### config.mk
export PLATFORM = sky130hd
export DESIGN_NAME = lds_col_cell
export DESIGN_NICKNAME = d
export VERILOG_FILES = /design/src/hdl/lds_pkg.sv /design/src/hdl/lds_col_cell.sv
export SDC_FILE = /design/constraint.sdc
export NUM_CORES = 1
export LEC_CHECK = 0
export ABC_AREA = 1
export BUFFER_PORTS_ARGS = -buffer_cell sky130_fd_sc_hd__buf_2
export CORE_ASPECT_RATIO = 1.4
export CORE_MARGIN = 2
export CORE_UTILIZATION = 47
export DETAILED_ROUTE_END_ITERATION = 10
export PLACE_DENSITY = 0.94
export SLEW_MARGIN = 20
export SYNTH_ARGS = -nofsm -noshare
export SYNTH_HDL_FRONTEND = slang
export SYNTH_SLANG_ARGS = --single-unit
### constraint.sdc
create_clock -name i_clk -period 2.1 [get_ports i_clk]
set_input_delay 0.525 -clock i_clk [delete_from_list [all_inputs] [get_ports i_clk]]
set_output_delay 0.525 -clock i_clk [all_outputs]
set_load 0.005 [all_outputs]
### src/hdl/lds_pkg.sv
// lds_pkg: shared types, constants and the alpha lookup table for the
// life-with-decay stencil block. No dependencies.
`default_nettype none

package lds_pkg;

    localparam int MAX_WIDTH_DEF  = 1024;
    localparam int MAX_HEIGHT_DEF = 1024;

    localparam int CELL_W    = 8;
    localparam int CFG_W     = 11;
    localparam int CFG_IDX_W = 1;
    localparam int PIXEL_W   = 32;
    localparam int ALPHA_LSB = 24;
    localparam int LIVE_NUM  = 100;
    localparam int FULL_NUM  = 255;

    localparam logic [CELL_W-1:0] LIVE_VALUE = CELL_W'(LIVE_NUM);
    localparam logic [CELL_W-1:0] HALF_VALUE = CELL_W'(LIVE_NUM / 2);
    localparam logic [ALPHA_LSB-1:0] RGB_WHITE = '1;

    localparam int MIN_SIZE   = 3;
    localparam int FIRST_INNER = 2;
    localparam logic [CFG_W-1:0] RESET_SIZE = CFG_W'(64);

    // configuration register indexes
    localparam logic [CFG_IDX_W-1:0] REG_GRID_WIDTH  = CFG_IDX_W'(0);
    localparam logic [CFG_IDX_W-1:0] REG_GRID_HEIGHT = CFG_IDX_W'(1);

    // one column of the 3x3 window
    typedef struct packed {
        logic [CELL_W-1:0] top;
        logic [CELL_W-1:0] mid;
        logic [CELL_W-1:0] bot;
    } t_column;

    // per-item control carried alongside the window data
    typedef struct packed {
        logic valid;
        logic emit;
        logic last;
    } t_stage;

    typedef logic [CELL_W-1:0] t_lut [256];

    // alpha = next * 255 / 100, kept to 8 bits
    function automatic t_lut build_alpha_lut();
        t_lut lut;
        for (int i = 0; i < 256; i++) begin
            lut[i] = CELL_W'((i * FULL_NUM) / LIVE_NUM);
        end
        return lut;
    endfunction

    localparam t_lut ALPHA_LUT = build_alpha_lut();

endpackage

`default_nettype wire

### src/hdl/lds_col_cell.sv
// lds_col_cell: one column of the 3x3 window; takes the column from its right
// neighbor on each shift. Uses lds_pkg.
`default_nettype none

module lds_col_cell (
    input  wire logic             i_clk,
    input  wire logic             i_rst_n,
    input  wire logic             i_shift,
    input  wire lds_pkg::t_column i_col,
    output      lds_pkg::t_column o_col
);

    lds_pkg::t_column r_col;

    always_ff @(posedge i_clk) begin
        if (!i_rst_n) begin
            r_col <= '0;
        end else if (i_shift) begin
            r_col <= i_col;
        end
    end

    assign o_col = r_col;

endmodule

`default_nettype wire

==> impl_metrics.csv <==
group,metric,value,unit
synthesis,seq_area_frac_synth,49.0,%
place,post-place-ws,0.774,ns
setup_path,critPathLaunchType,"flip-flop",
floorplanning,row_count,19,
setup_path,worst_path_max_delay_cell,"dfxtp_1",
place,hpwl,1.25,mm
clocking,hold_buffers,0,
synthesis,synth_warnings,0,
pwr,p_int,0.000657,W
synthesis,synth.mux.area_fraction,0,%
cells_and_area,instances_no_fill,220,
pwr,leakage,0.794,nW
job,drv_cap,0,
timing,min_period,1.30,ns
grt,grt_max_degree,49,
grt,grt_pass1_wl,2.87,mm
setup_path,criticalPathCategory,"reg -> out",
grt,first_global_vias,715,
pwr,swShare,24.1,%
synthesis,ys_top_cells_by_area,"dfxtp_1 49%, nand2_1 18%, nor2_1 18%, inv_1 9.2%, buf_6 2.3%",
timing,hold_viol,0,
floorplanning,core,0.00197,mm^2
setup_path,cp.required,1.57,ns
cells_and_area,largest_reg_flops,24,
synthesis,synthAdderAreaFrac,0,%
timing,hold_slack,0.475,ns
setup_path,crit_fanout,2,
cells_and_area,multiInputGateArea,360,um^2
synthesis,synthXorXnorAreaFrac,0,%
floorplanning,start_util,49.7,%
place,placedCellCount,216,
clocking,clockBufferDepth,2,
clocking,cts.sinks,24,
drt,vias_per_cell,4.17,
clocking,cts_setup_buffers,0,
setup_path,path_buf_inv,1,
floorplanning,fp.dieH,58.1,um
pwr,pwr-share-clk,26.7,%
pwr,p_comb_share,15.4,%
timing,tightest_slew,0.427,ns
worst_hold_path,worstHoldPathType,"reg -> reg",
setup_path,cp_top_family,"flip-flops",
synthesis,syn_area_per_cell,6.50,um^2
synthesis,synth_top_family_by_area,"simple AND/OR/NAND/NOR gates",
drt,ant_nets,0,
setup_path,end_kind,"output port",
synthesis,synth_nets,178,
timing,max_freq,769,MHz
synthesis,synth_area,981,um^2
grt,gr-total-overflow,0,
run_status,outcome,"finished, final reports clean",
synthesis,synth_compound_area_share,0,%
drt,remaining_drc_errors,0,
timing,layout_setup_ws,0.800,ns
cells_and_area,area_delta_synth_final,27.6,%
drt,vias,917,
setup_path,max_stage_delay,0.36,ns
synthesis,ys_types,7,
clocking,root_buffer,"clkbuf_4",
grt,gr-usage-all-layers,14.8,%
pwr,p_sw,0.000208,W
timing,rsz0062_at_grt,"false",
place,gp_congestion,0.750,
clocking,cts_max_level,1,
timing,final.setup.tns,0,ns
floorplanning,die_area,0.00247,mm^2
clocking,cts_resized,0,
drt,dr.pass1.iters,3,
clocking,cts_tree,"built",
setup_path,path_cells,"buf_2",
clocking,clock_latency,0.30,ns
place,io_buffers,50,
pwr,pwr-share-seq,57.9,%
timing,max_slew_margin,71.5,%
timing,finalCritPeriodShare,61.9,%
pwr,powerDensity,692,mW/mm^2
clocking,numCtsBuffers,3,
cells_and_area,drive_gt1_share,27.6,%
setup_path,critPathArrivalTime,0.77,ns
timing,fin_skew,0,ns
synthesis,yosys.area_share.simple,36.7,%
synthesis,synth_top_cell_area_share,49.0,%
drt,drtIter0Drc,4,
drt,wire_per_inst,7.90,um
clocking,clkSlewWorstSetupHoldPaths,0.12,ns
cells_and_area,n_antenna_cell,0,
synthesis,synth-seq-cells,24,
cells_and_area,fillCellCount,206,
timing,final-max-slew-violation-count,0,
timing,setup_viol,0,
floorplanning,ios,51,
drt,wl,1.74,mm
cells_and_area,seq_area,480,um^2
grt,grt_antenna_before_repair,0,
pwr,vdd_drop_max,443,uV
floorplanning,die_w,42.6,um
cells_and_area,fin_nets,227,
synthesis,syn-instance-count,151,
synthesis,synth_area_leader_cell,"dfxtp_1",
==> cell usage after synthesis <==
master	number
inv_1	24
buf_6	2
dfxtp_1	24
nor2_1	48
nand2_1	48
buf_4	1
buf_2	4
==> path summary, 6_finish.rpt <==
check	from	end	slack, ns	cells past startpoint
setup / recovery	o_col[4]$_SDFFE_PN0P_	o_col[4]	0.80	1
hold / removal	o_col[17]$_SDFFE_PN0P_	o_col[17]$_SDFFE_PN0P_	0.47	2
setup reg to reg	o_col[4]$_SDFFE_PN0P_	o_col[4]$_SDFFE_PN0P_	1.53	2
hold reg to reg	o_col[17]$_SDFFE_PN0P_	o_col[17]$_SDFFE_PN0P_	0.47	2
==> cells by family after synthesis <==
| kind of cell | after synthesis |
|---|---|
| buf+inv | 31 |
| flops | 24 |
| simple gates | 96 |
==> per-layer routing <==
layer	track usage (%)	vias up	part of all wire, %
li1	-	519	-
met1	19.3	368	45
met2	23.5	28	48
met4	8.04	0	1.7
met3	2.18	2	5.1
met5	0	-	0
==> layout by cell type, fill, tap and decap left out <==
cell	instances
buf_2	50
nor2_1	48
nand2_1	48
inv_1	24
dfxtp_1	24
clkbuf_4	3
clkbuf_8	1
buf_4	1
==> power by group through the flow <==
stage | logic [W] | registers [W] | clock network, W
after floorplan | 0.0000744 | 0.000516 | 0
after global placement | 0.000132 | 0.000512 | 0
after detailed placement | 0.000136 | 0.000512 | 0
after CTS | 0.000135 | 0.000502 | 0.000239
after global routing | 0.000155 | 0.000506 | 0.000266
final | 0.000133 | 0.000502 | 0.000231
==> through the flow <==
stage,area (um^2),utilization [%],total power [W]
floorplan,981,-,0.000590
global placement,1210,61.6,0.000644
detailed placement,1210,61.6,0.000648
CTS,1250,63.4,0.000877
global route,1250,63.4,0.000926
finish,1250,63.4,0.000866
==> cell type report <==
| cell class | instances | share of cell area (%) |
|---|---|---|
| tap | 21 | 2.10 |
| multi-input combinational | 96 | 28.8 |
| clock buffer | 4 | 2.90 |
| timing repair buffer | 51 | 20.6 |
| inverter | 24 | 7.20 |
| sequential | 24 | 38.4 |
No activity file was read; power rests on OpenSTA's default activity.
