[config.mk]
export PLATFORM = sky130hd
export DESIGN_NAME = lds_rule
export DESIGN_NICKNAME = d
export VERILOG_FILES = /design/src/hdl/lds_pkg.sv /design/src/hdl/lds_rule.sv
export SDC_FILE = /design/constraint.sdc
export NUM_CORES = 1
export LEC_CHECK = 0
export BUFFER_PORTS_ARGS = -buffer_cell sky130_fd_sc_hd__buf_2
export CORE_MARGIN = 10
export CORE_UTILIZATION = 46
export CTS_CLUSTER_DIAMETER = 50
export DETAILED_ROUTE_END_ITERATION = 7
export PLACE_DENSITY = 0.79
export SLEW_MARGIN = 20
export SYNTH_ARGS = -nofsm -noshare
export SYNTH_HDL_FRONTEND = slang
export SYNTH_SLANG_ARGS = --single-unit
[constraint.sdc]
create_clock -name i_clk -period 3.49 [get_ports i_clk]
set_clock_uncertainty 0.2 [all_clocks]
set_input_delay 0.1745 -clock i_clk [delete_from_list [all_inputs] [get_ports i_clk]]
set_output_delay 0.1745 -clock i_clk [all_outputs]
set_load 0.01 [all_outputs]
[src/hdl/lds_pkg.sv]
// lds_pkg: shared types, constants and the alpha lookup table for the
// life-with-decay stencil block. No dependencies.
`default_nettype none

package lds_pkg;

    localparam int MAX_WIDTH_DEF  = 1024;
    localparam int MAX_HEIGHT_DEF = 1024;

    localparam int CELL_W    = 8;
    localparam int CFG_W     = 11;
    localparam int CFG_IDX_W = 1;
    localparam int PIXEL_W   = 32;
    localparam int ALPHA_LSB = 24;
    localparam int LIVE_NUM  = 100;
    localparam int FULL_NUM  = 255;

    localparam logic [CELL_W-1:0] LIVE_VALUE = CELL_W'(LIVE_NUM);
    localparam logic [CELL_W-1:0] HALF_VALUE = CELL_W'(LIVE_NUM / 2);
    localparam logic [ALPHA_LSB-1:0] RGB_WHITE = '1;

    localparam int MIN_SIZE   = 3;
    localparam int FIRST_INNER = 2;
    localparam logic [CFG_W-1:0] RESET_SIZE = CFG_W'(64);

    // configuration register indexes
    localparam logic [CFG_IDX_W-1:0] REG_GRID_WIDTH  = CFG_IDX_W'(0);
    localparam logic [CFG_IDX_W-1:0] REG_GRID_HEIGHT = CFG_IDX_W'(1);

    // one column of the 3x3 window
    typedef struct packed {
        logic [CELL_W-1:0] top;
        logic [CELL_W-1:0] mid;
        logic [CELL_W-1:0] bot;
    } t_column;

    // per-item control carried alongside the window data
    typedef struct packed {
        logic valid;
        logic emit;
        logic last;
    } t_stage;

    typedef logic [CELL_W-1:0] t_lut [256];

    // alpha = next * 255 / 100, kept to 8 bits
    function automatic t_lut build_alpha_lut();
        t_lut lut;
        for (int i = 0; i < 256; i++) begin
            lut[i] = CELL_W'((i * FULL_NUM) / LIVE_NUM);
        end
        return lut;
    endfunction

    localparam t_lut ALPHA_LUT = build_alpha_lut();

endpackage

`default_nettype wire

[src/hdl/lds_rule.sv]
// lds_rule: life-with-decay rule on the shifted window and the output
// register of the result stream. Uses lds_pkg.
`default_nettype none

module lds_rule (
    input  wire logic             i_clk,
    input  wire logic             i_rst_n,
    input  wire logic             i_en,
    input  wire lds_pkg::t_stage  i_stage,
    input  wire lds_pkg::t_column i_left,
    input  wire lds_pkg::t_column i_centre,
    input  wire lds_pkg::t_column i_right,
    output      logic             o_valid,
    output      logic [lds_pkg::CELL_W-1:0]  o_next_value,
    output      logic [lds_pkg::PIXEL_W-1:0] o_pixel,
    output      logic             o_frame_end
);

    logic [3:0]                  live_count;
    logic                        self_live;
    logic [lds_pkg::CELL_W-1:0]  n_next;
    logic                        r_valid;
    logic [lds_pkg::CELL_W-1:0]  r_next;
    logic                        r_last;

    always_comb begin
        live_count = 4'(i_left.top   == lds_pkg::LIVE_VALUE)
                   + 4'(i_left.mid   == lds_pkg::LIVE_VALUE)
                   + 4'(i_left.bot   == lds_pkg::LIVE_VALUE)
                   + 4'(i_centre.top == lds_pkg::LIVE_VALUE)
                   + 4'(i_centre.bot == lds_pkg::LIVE_VALUE)
                   + 4'(i_right.top  == lds_pkg::LIVE_VALUE)
                   + 4'(i_right.mid  == lds_pkg::LIVE_VALUE)
                   + 4'(i_right.bot  == lds_pkg::LIVE_VALUE);
        self_live = (i_centre.mid == lds_pkg::LIVE_VALUE);
        if (live_count == 4'd3 || (live_count == 4'd2 && self_live)) begin
            n_next = lds_pkg::LIVE_VALUE;
        end else if (self_live) begin
            n_next = lds_pkg::HALF_VALUE;
        end else if (i_centre.mid != '0) begin
            n_next = i_centre.mid - 1'b1;
        end else begin
            n_next = '0;
        end
    end

    always_ff @(posedge i_clk) begin
        if (!i_rst_n) begin
            r_valid <= 1'b0;
        end else if (i_en) begin
            r_valid <= i_stage.valid && i_stage.emit;
        end
    end

    always_ff @(posedge i_clk) begin
        if (i_en && i_stage.valid && i_stage.emit) begin
            r_next <= n_next;
            r_last <= i_stage.last;
        end
    end

    assign o_valid      = r_valid;
    assign o_next_value = r_next;
    assign o_pixel      = {lds_pkg::ALPHA_LUT[r_next], lds_pkg::RGB_WHITE};
    assign o_frame_end  = r_last;

endmodule

`default_nettype wire

==> impl_metrics.env, run 1 <==
export IMPL_outcome="finished clean"
export IMPL_endpoint_kind="register"
export IMPL_slew_headroom=0.399
export IMPL_io_pins=120
export IMPL_avgSynthCellArea_sq_um=7.26
export IMPL_nets=599
export IMPL_rsz0062_at_grt="true"
export IMPL_drt_pre_antenna_iters=5
export IMPL_diodes=0
export IMPL_worstSetupStartpointType="input port"
export IMPL_timing_final_max_slew_violations=0
export IMPL_synth_compound_area_frac=0.284
export IMPL_worstSetupPathType="in2reg"
export IMPL_p_sw_frac=0.405
export IMPL_max_freq_ghz=0.289
export IMPL_powerDensity_nw_per_um2=181
export IMPL_p_comb_frac=0.581
export IMPL_top_layer="met4"
export IMPL_hpwl_mm=7.78
export IMPL_wl_met1_mm=3.70
export IMPL_synth_top_area_cell="edfxtp_1"
export IMPL_synthSimpleGateAreaFrac=0.259
export IMPL_postRouteAntennaNets=0
export IMPL_synth_seq_cells=10
export IMPL_postCtsSetupBuffers=0
export IMPL_required_ns=3.27
export IMPL_worst_slack_ns=0.0246
export IMPL_hold_viol=0
export IMPL_synth_edff_count=9
export IMPL_hp_class="in2reg"
export IMPL_clock_sinks=10
export IMPL_pre_cts_ws_ns=-0.224
export IMPL_track_usage=0.186
export IMPL_path_buf_inv=3
export IMPL_start_util=0.477
export IMPL_cts_tree="built"
export IMPL_post_route_util=0.563
export IMPL_numPortBuffers=95
export IMPL_synthDistinctLibCells=61
export IMPL_rows=29
export IMPL_cap_violations=0
export IMPL_clk_path_buf_depth=2
export IMPL_htreeDepth=1
export IMPL_final_instance_count_excl_fill=577
export IMPL_wl_per_cell_um=16.8
export IMPL_die_y_um=102
export IMPL_worst_pin_slew_ns=0.901
export IMPL_route_met3_wl_mm=1.16
export IMPL_synth_top_cell_area_share=0.0882
export IMPL_area_growth_pct=18.1
export IMPL_intPower_uw=389
export IMPL_ir_drop_mv=0.192
export IMPL_via_count=3429
export IMPL_ys_flop_type="edfxtp_1"
export IMPL_grt_overflow_total=0
export IMPL_crit_arrival_ns=3.25
export IMPL_path_clk_slew_ns=0.05
export IMPL_yosysSeqAreaShare=0.0948
export IMPL_synth_top_family_by_area="compound AO/OA/AOI/OAI gates"
export IMPL_synthesis_area_sq_um=3060
export IMPL_cp_max_fo=4
export IMPL_grt_pass1_vias=3519
export IMPL_drc=0
export IMPL_die_w_um=102
export IMPL_cpPeakStageDelay_ns=0.60
export IMPL_ys_async_sr_fraction=0
export IMPL_dp_cells=571
export IMPL_path_cells="buf_6 -> nor4bb_2 -> and4b_1 -> fa_1 -> inv_1 -> fa_1 -> inv_2 -> fa_1 -> ha_2 -> fa_2 -> nand3_4 -> nand2_4 -> o21ai_2"
export IMPL_clkPwrFrac=0.187
export IMPL_pwr_share_seq=0.233
export IMPL_p_leak_uw=0.00160
export IMPL_drt_iter0_drc=290
export IMPL_most_common_layout_cells="buf_2 (92), nor2_1 (39), nand2_1 (39)"
export IMPL_layout_commonest_cell="buf_2"
export IMPL_cp_top_family="adder cells"
export IMPL_fp_dieArea_sq_um=10300
export IMPL_synth_area_leaders="edfxtp_1 (8.8%), mux4_2 (7.4%), buf_4 (6.6%)"
export IMPL_p_total_uw=654
export IMPL_post_drt_via_cell_ratio=5.94
export IMPL_synth_xor_xnor_area_share=0.0172
export IMPL_totalWireLength_mm=9.70
export IMPL_fin_crit_sh=0.993
export IMPL_fin_crit_ns=3.47
export IMPL_cts_root_buffer="clkbuf_8"
export IMPL_layout_drive_gt1_share=0.274
export IMPL_grt_start_max_net_pins=59
export IMPL_antenna_found_initial=0
export IMPL_syn_inst=422
export IMPL_place_congestion=0.898
export IMPL_core_area_sq_um=6420
export IMPL_crit_path_frequent_cell="fa_1"
export IMPL_yosys_warnings=0
export IMPL_cpMaxStageDelayCell="fa_2"
export IMPL_grt_pass1_wl_mm=16.3
export IMPL_p_switching_uw=265
export IMPL_muxShareOfSynthArea=0.120
export IMPL_setup_viol=0
export IMPL_clk_latency_ns=0.23
export IMPL_numCtsBuffers=3
export IMPL_yosys_area_share_adder=0.0915
export IMPL_wl_met2_mm=4.71
-- final cells by class --
type	instances	area (sq um)
clock buffers	4	45.0
fillers	604	2800
inverters	16	60.1
multi-input cells	361	2500
flip-flops and latches	10	290
well taps	77	96.3
repair buffers	109	629
-- worst reg2reg max path, stage by stage (launching register included) --
cell and delay, ns:
dfxtp_1 0.30, nor2b_1 0.12, o21a_1 0.16
-- power by group through the flow --
stage | clock, uW | combinational [uW] | sequential, uW
floorplan | 0 | 277 | 149
global placement | 0 | 360 | 153
detailed placement | 0 | 370 | 154
CTS | 123 | 373 | 152
global route | 132 | 422 | 153
finish | 122 | 380 | 152
-- registers in the layout, indices dropped and copies added (netlist names) --
register      cells
o_frame_end       1
o_next_value      8
o_valid           1
-- cell usage after synthesis (all sizes together), types with 2 or more instances --
cell    instances
buf            46
nand2          40
nor2           40
a21oi          35
o21ai          34
ha             16
inv            16
nor3           14
a211oi         12
clkbuf         12
mux2i          12
nand2b         12
mux4           10
edfxtp          9
nand3           8
nor4bb          8
o211ai          8
a31oi           6
and4b           6
o221ai          6
o22ai           6
nor2b           5
xnor2           5
a221oi          4
and2            4
fa              4
a211o           3
a21boi          3
a311oi          3
nor4b           3
o21a            3
o21bai          3
o22a            3
or2             3
and3            2
mux2            2
nor3b           2
o31ai           2
-- through the flow --
step	TNS [ns]	hold WS, ns	instance area, sq um
after floorplan	0	0.0734	3170
after global placement	-0.935	0.154	3510
after detailed placement	-1.51	0.161	3510
after CTS	0	0.0570	3580
after global routing	-0.801	0.0722	3620
final	0	0.0589	3620
-- logic make-up (layout without fill, tap and decap cells) --
| family | count (synthesis) | count (layout) |
|---|---|---|
| mux | 24 | 24 |
| xor+xnor | 6 | 6 |
| compound gates | 136 | 136 |
| simple gates | 151 | 151 |
| flops | 10 | 10 |
| fa+ha+maj | 20 | 20 |
| other cells | 1 | 24 |
| buf+inv | 74 | 129 |
-- what timing repair did --
action	in CTS	in global routing
endpoints found under the hold margin	2	0
resized for setup	0	8
hold buffers	2	0
endpoints found under the setup margin	0	8
-- final timing paths --
kind | start | to | slack (ns) | cells after the start
max | i_left[15] | o_next_value[6]$_SDFFCE_PP1P_ | 0.02 | 13
min | i_centre[8] | o_next_value[0]$_SDFFCE_PP0P_ | 0.06 | 2
max reg2reg | o_valid$_SDFFE_PN0P_ | o_valid$_SDFFE_PN0P_ | 2.61 | 2
min reg2reg | o_valid$_SDFFE_PN0P_ | o_valid$_SDFFE_PN0P_ | 0.37 | 2
-- routing by layer --
| metal | track usage | vias to the layer above |
|---|---|---|
| met5 | 0 | - |
| met1 | 0.215 | 1561 |
| met3 | 0.0599 | 12 |
| met2 | 0.323 | 183 |
| met4 | 0.0484 | 0 |
| li1 | - | 1673 |
Power figures use the tool's default switching activity.
==> inputs of run 2 (changes only) <==
--- a/config.mk
+++ b/config.mk
@@ -11,6 +11,7 @@
 export CTS_CLUSTER_DIAMETER = 50
 export DETAILED_ROUTE_END_ITERATION = 7
 export PLACE_DENSITY = 0.79
+export SETUP_SLACK_MARGIN = 0.5
 export SLEW_MARGIN = 20
 export SYNTH_ARGS = -nofsm -noshare
 export SYNTH_HDL_FRONTEND = slang
==> impl_metrics.env, run 2 (synthesis gave the netlist of run 1 again) <==
export IMPL_path_buf_inv=3
export IMPL_die_w_um=102
export IMPL_hold_viol=0
export IMPL_start_util=0.477
export IMPL_hp_class="in2reg"
export IMPL_max_freq_ghz=0.293
export IMPL_endpoint_kind="register"
export IMPL_cpMaxStageDelayCell="fa_2"
export IMPL_cts_root_buffer="clkbuf_8"
export IMPL_p_comb_frac=0.572
export IMPL_worst_slack_ns=0.0720
export IMPL_required_ns=3.27
export IMPL_worst_pin_slew_ns=0.766
export IMPL_layout_commonest_cell="buf_2"
export IMPL_drc=0
export IMPL_hold_slack_ns=0.0605
export IMPL_crit_arrival_ns=3.20
export IMPL_drt_pre_antenna_iters=4
export IMPL_area_growth_pct=19.8
export IMPL_worstSetupPathType="in2reg"
export IMPL_clkPwrFrac=0.206
export IMPL_core_area_sq_um=6420
export IMPL_grt_pass1_wl_mm=16.7
export IMPL_fp_dieArea_sq_um=10300
export IMPL_drt_iter0_drc=310
export IMPL_postRouteAntennaNets=0
export IMPL_layout_drive_gt1_share=0.293
export IMPL_pwr_share_seq=0.222
export IMPL_path_clk_slew_ns=0.05
export IMPL_totalWireLength_mm=10.3
export IMPL_crit_start="i_centre[22]"
export IMPL_wl_per_cell_um=17.9
export IMPL_pre_cts_ws_ns=-0.204
export IMPL_post_dp_cell_area_sq_um=3500
export IMPL_cts_tree="built"
export IMPL_post_route_util=0.571
export IMPL_cap_violations=0
export IMPL_track_usage=0.194
export IMPL_grt_pass1_vias=3501
export IMPL_crit_path_frequent_cell="fa_1"
export IMPL_hpwl_mm=8.20
export IMPL_worstSetupStartpointType="input port"
export IMPL_p_leak_uw=0.00161
export IMPL_place_congestion=0.912
export IMPL_outcome="finished clean"
export IMPL_htreeDepth=1
export IMPL_fin_area_sq_um=3670
export IMPL_hp_start="i_centre[8]"
export IMPL_cpPeakStageDelay_ns=0.55
export IMPL_io_pins=120
export IMPL_grt_overflow_total=0
export IMPL_post_drt_via_cell_ratio=6.03
export IMPL_intPower_uw=411
export IMPL_fin_crit_ns=3.42
export IMPL_path_cells="buf_2 -> nor4bb_2 -> and4b_1 -> fa_1 -> inv_1 -> fa_1 -> inv_1 -> fa_1 -> ha_2 -> fa_2 -> nand3_4 -> a21boi_2"
export IMPL_cp_top_family="adder cells"
export IMPL_ir_drop_mv=0.190
export IMPL_clk_path_buf_depth=2
export IMPL_rows=29
export IMPL_largest_reg_flops=8
export IMPL_grt_start_max_net_pins=57
export IMPL_via_count=3490
export IMPL_p_switching_uw=272
export IMPL_p_sw_frac=0.398
export IMPL_nets=601
export IMPL_rsz0062_at_grt="true"
export IMPL_timing_final_max_slew_violations=0
export IMPL_clk_latency_ns=0.23
export IMPL_setup_viol=0
export IMPL_numPortBuffers=95
export IMPL_fin_crit_sh=0.979
export IMPL_r2r_start="o_valid$_SDFFE_PN0P_"
export IMPL_die_y_um=102
export IMPL_numCtsBuffers=3
export IMPL_powerDensity_nw_per_um2=186
export IMPL_diodes=0
export IMPL_clock_sinks=10
export IMPL_antenna_found_initial=0
export IMPL_cp_max_fo=4
export IMPL_slew_headroom=0.490
export IMPL_most_common_layout_cells="buf_2 (91), nor2_1 (39), nand2_1 (39)"
[run 2: changes by cell type in the layout (fill, tap and decap cells not counted), moves of 2 or more]
cell    change
buf_4       +2
ha_1        -5
buf_6       +3
ha_2        +4
buf_12      -2
[run 2: what timing repair did]
action	CTS	global route
setup endpoints to repair	9	12
gates resized for setup	5	16
setup buffers	1	0
pin swaps	5	2
hold endpoints to repair	2	0
cloned	0	0
hold buffers	2	0
[run 2: layout make-up]
| class | instances | area, sq um |
|---|---|---|
| tap | 77 | 96.3 |
| fill | 580 | 2750 |
| sequential | 10 | 290 |
| inverter | 16 | 62.6 |
| timing repair buffer | 111 | 633 |
| multi-input combinational | 361 | 2530 |
| clock buffer | 4 | 55.1 |
[run 2: final timing paths]
kind                                                       to  slack [ns]  depth (start not counted)
worst max-delay path            o_next_value[4]$_SDFFCE_PP0P_        0.07                         12
worst min-delay path            o_next_value[0]$_SDFFCE_PP0P_        0.06                          2
worst max register to register           o_valid$_SDFFE_PN0P_        2.60                          2
worst min register to register           o_valid$_SDFFE_PN0P_        0.39                          2
[run 2: power by group through the flow]
stage | sequential (uW) | clock [uW] | combinational, uW
after detailed placement | 153 | 0 | 373
after CTS | 151 | 142 | 378
after global routing | 153 | 151 | 431
after global placement | 152 | 0 | 363
final | 152 | 141 | 391
after floorplan | 149 | 0 | 277
[run 2: through the flow]
stage,total power (uW),setup TNS [ns],cells
after detailed placement,526,-1.43,572
after global placement,515,-0.613,572
after global routing,735,-0.786,579
after floorplan,426,0,445
final,684,0,579
after CTS,671,0,579
[run 2: metal layers]
layer / global-route usage / up-vias / part of all wire
li1: - / 1676 / -
met1: 0.219 / 1605 / 0.39
met2: 0.332 / 186 / 0.48
met3: 0.0619 / 23 / 0.10
met4: 0.0803 / 0 / 0.031
met5: 0 / - / 0
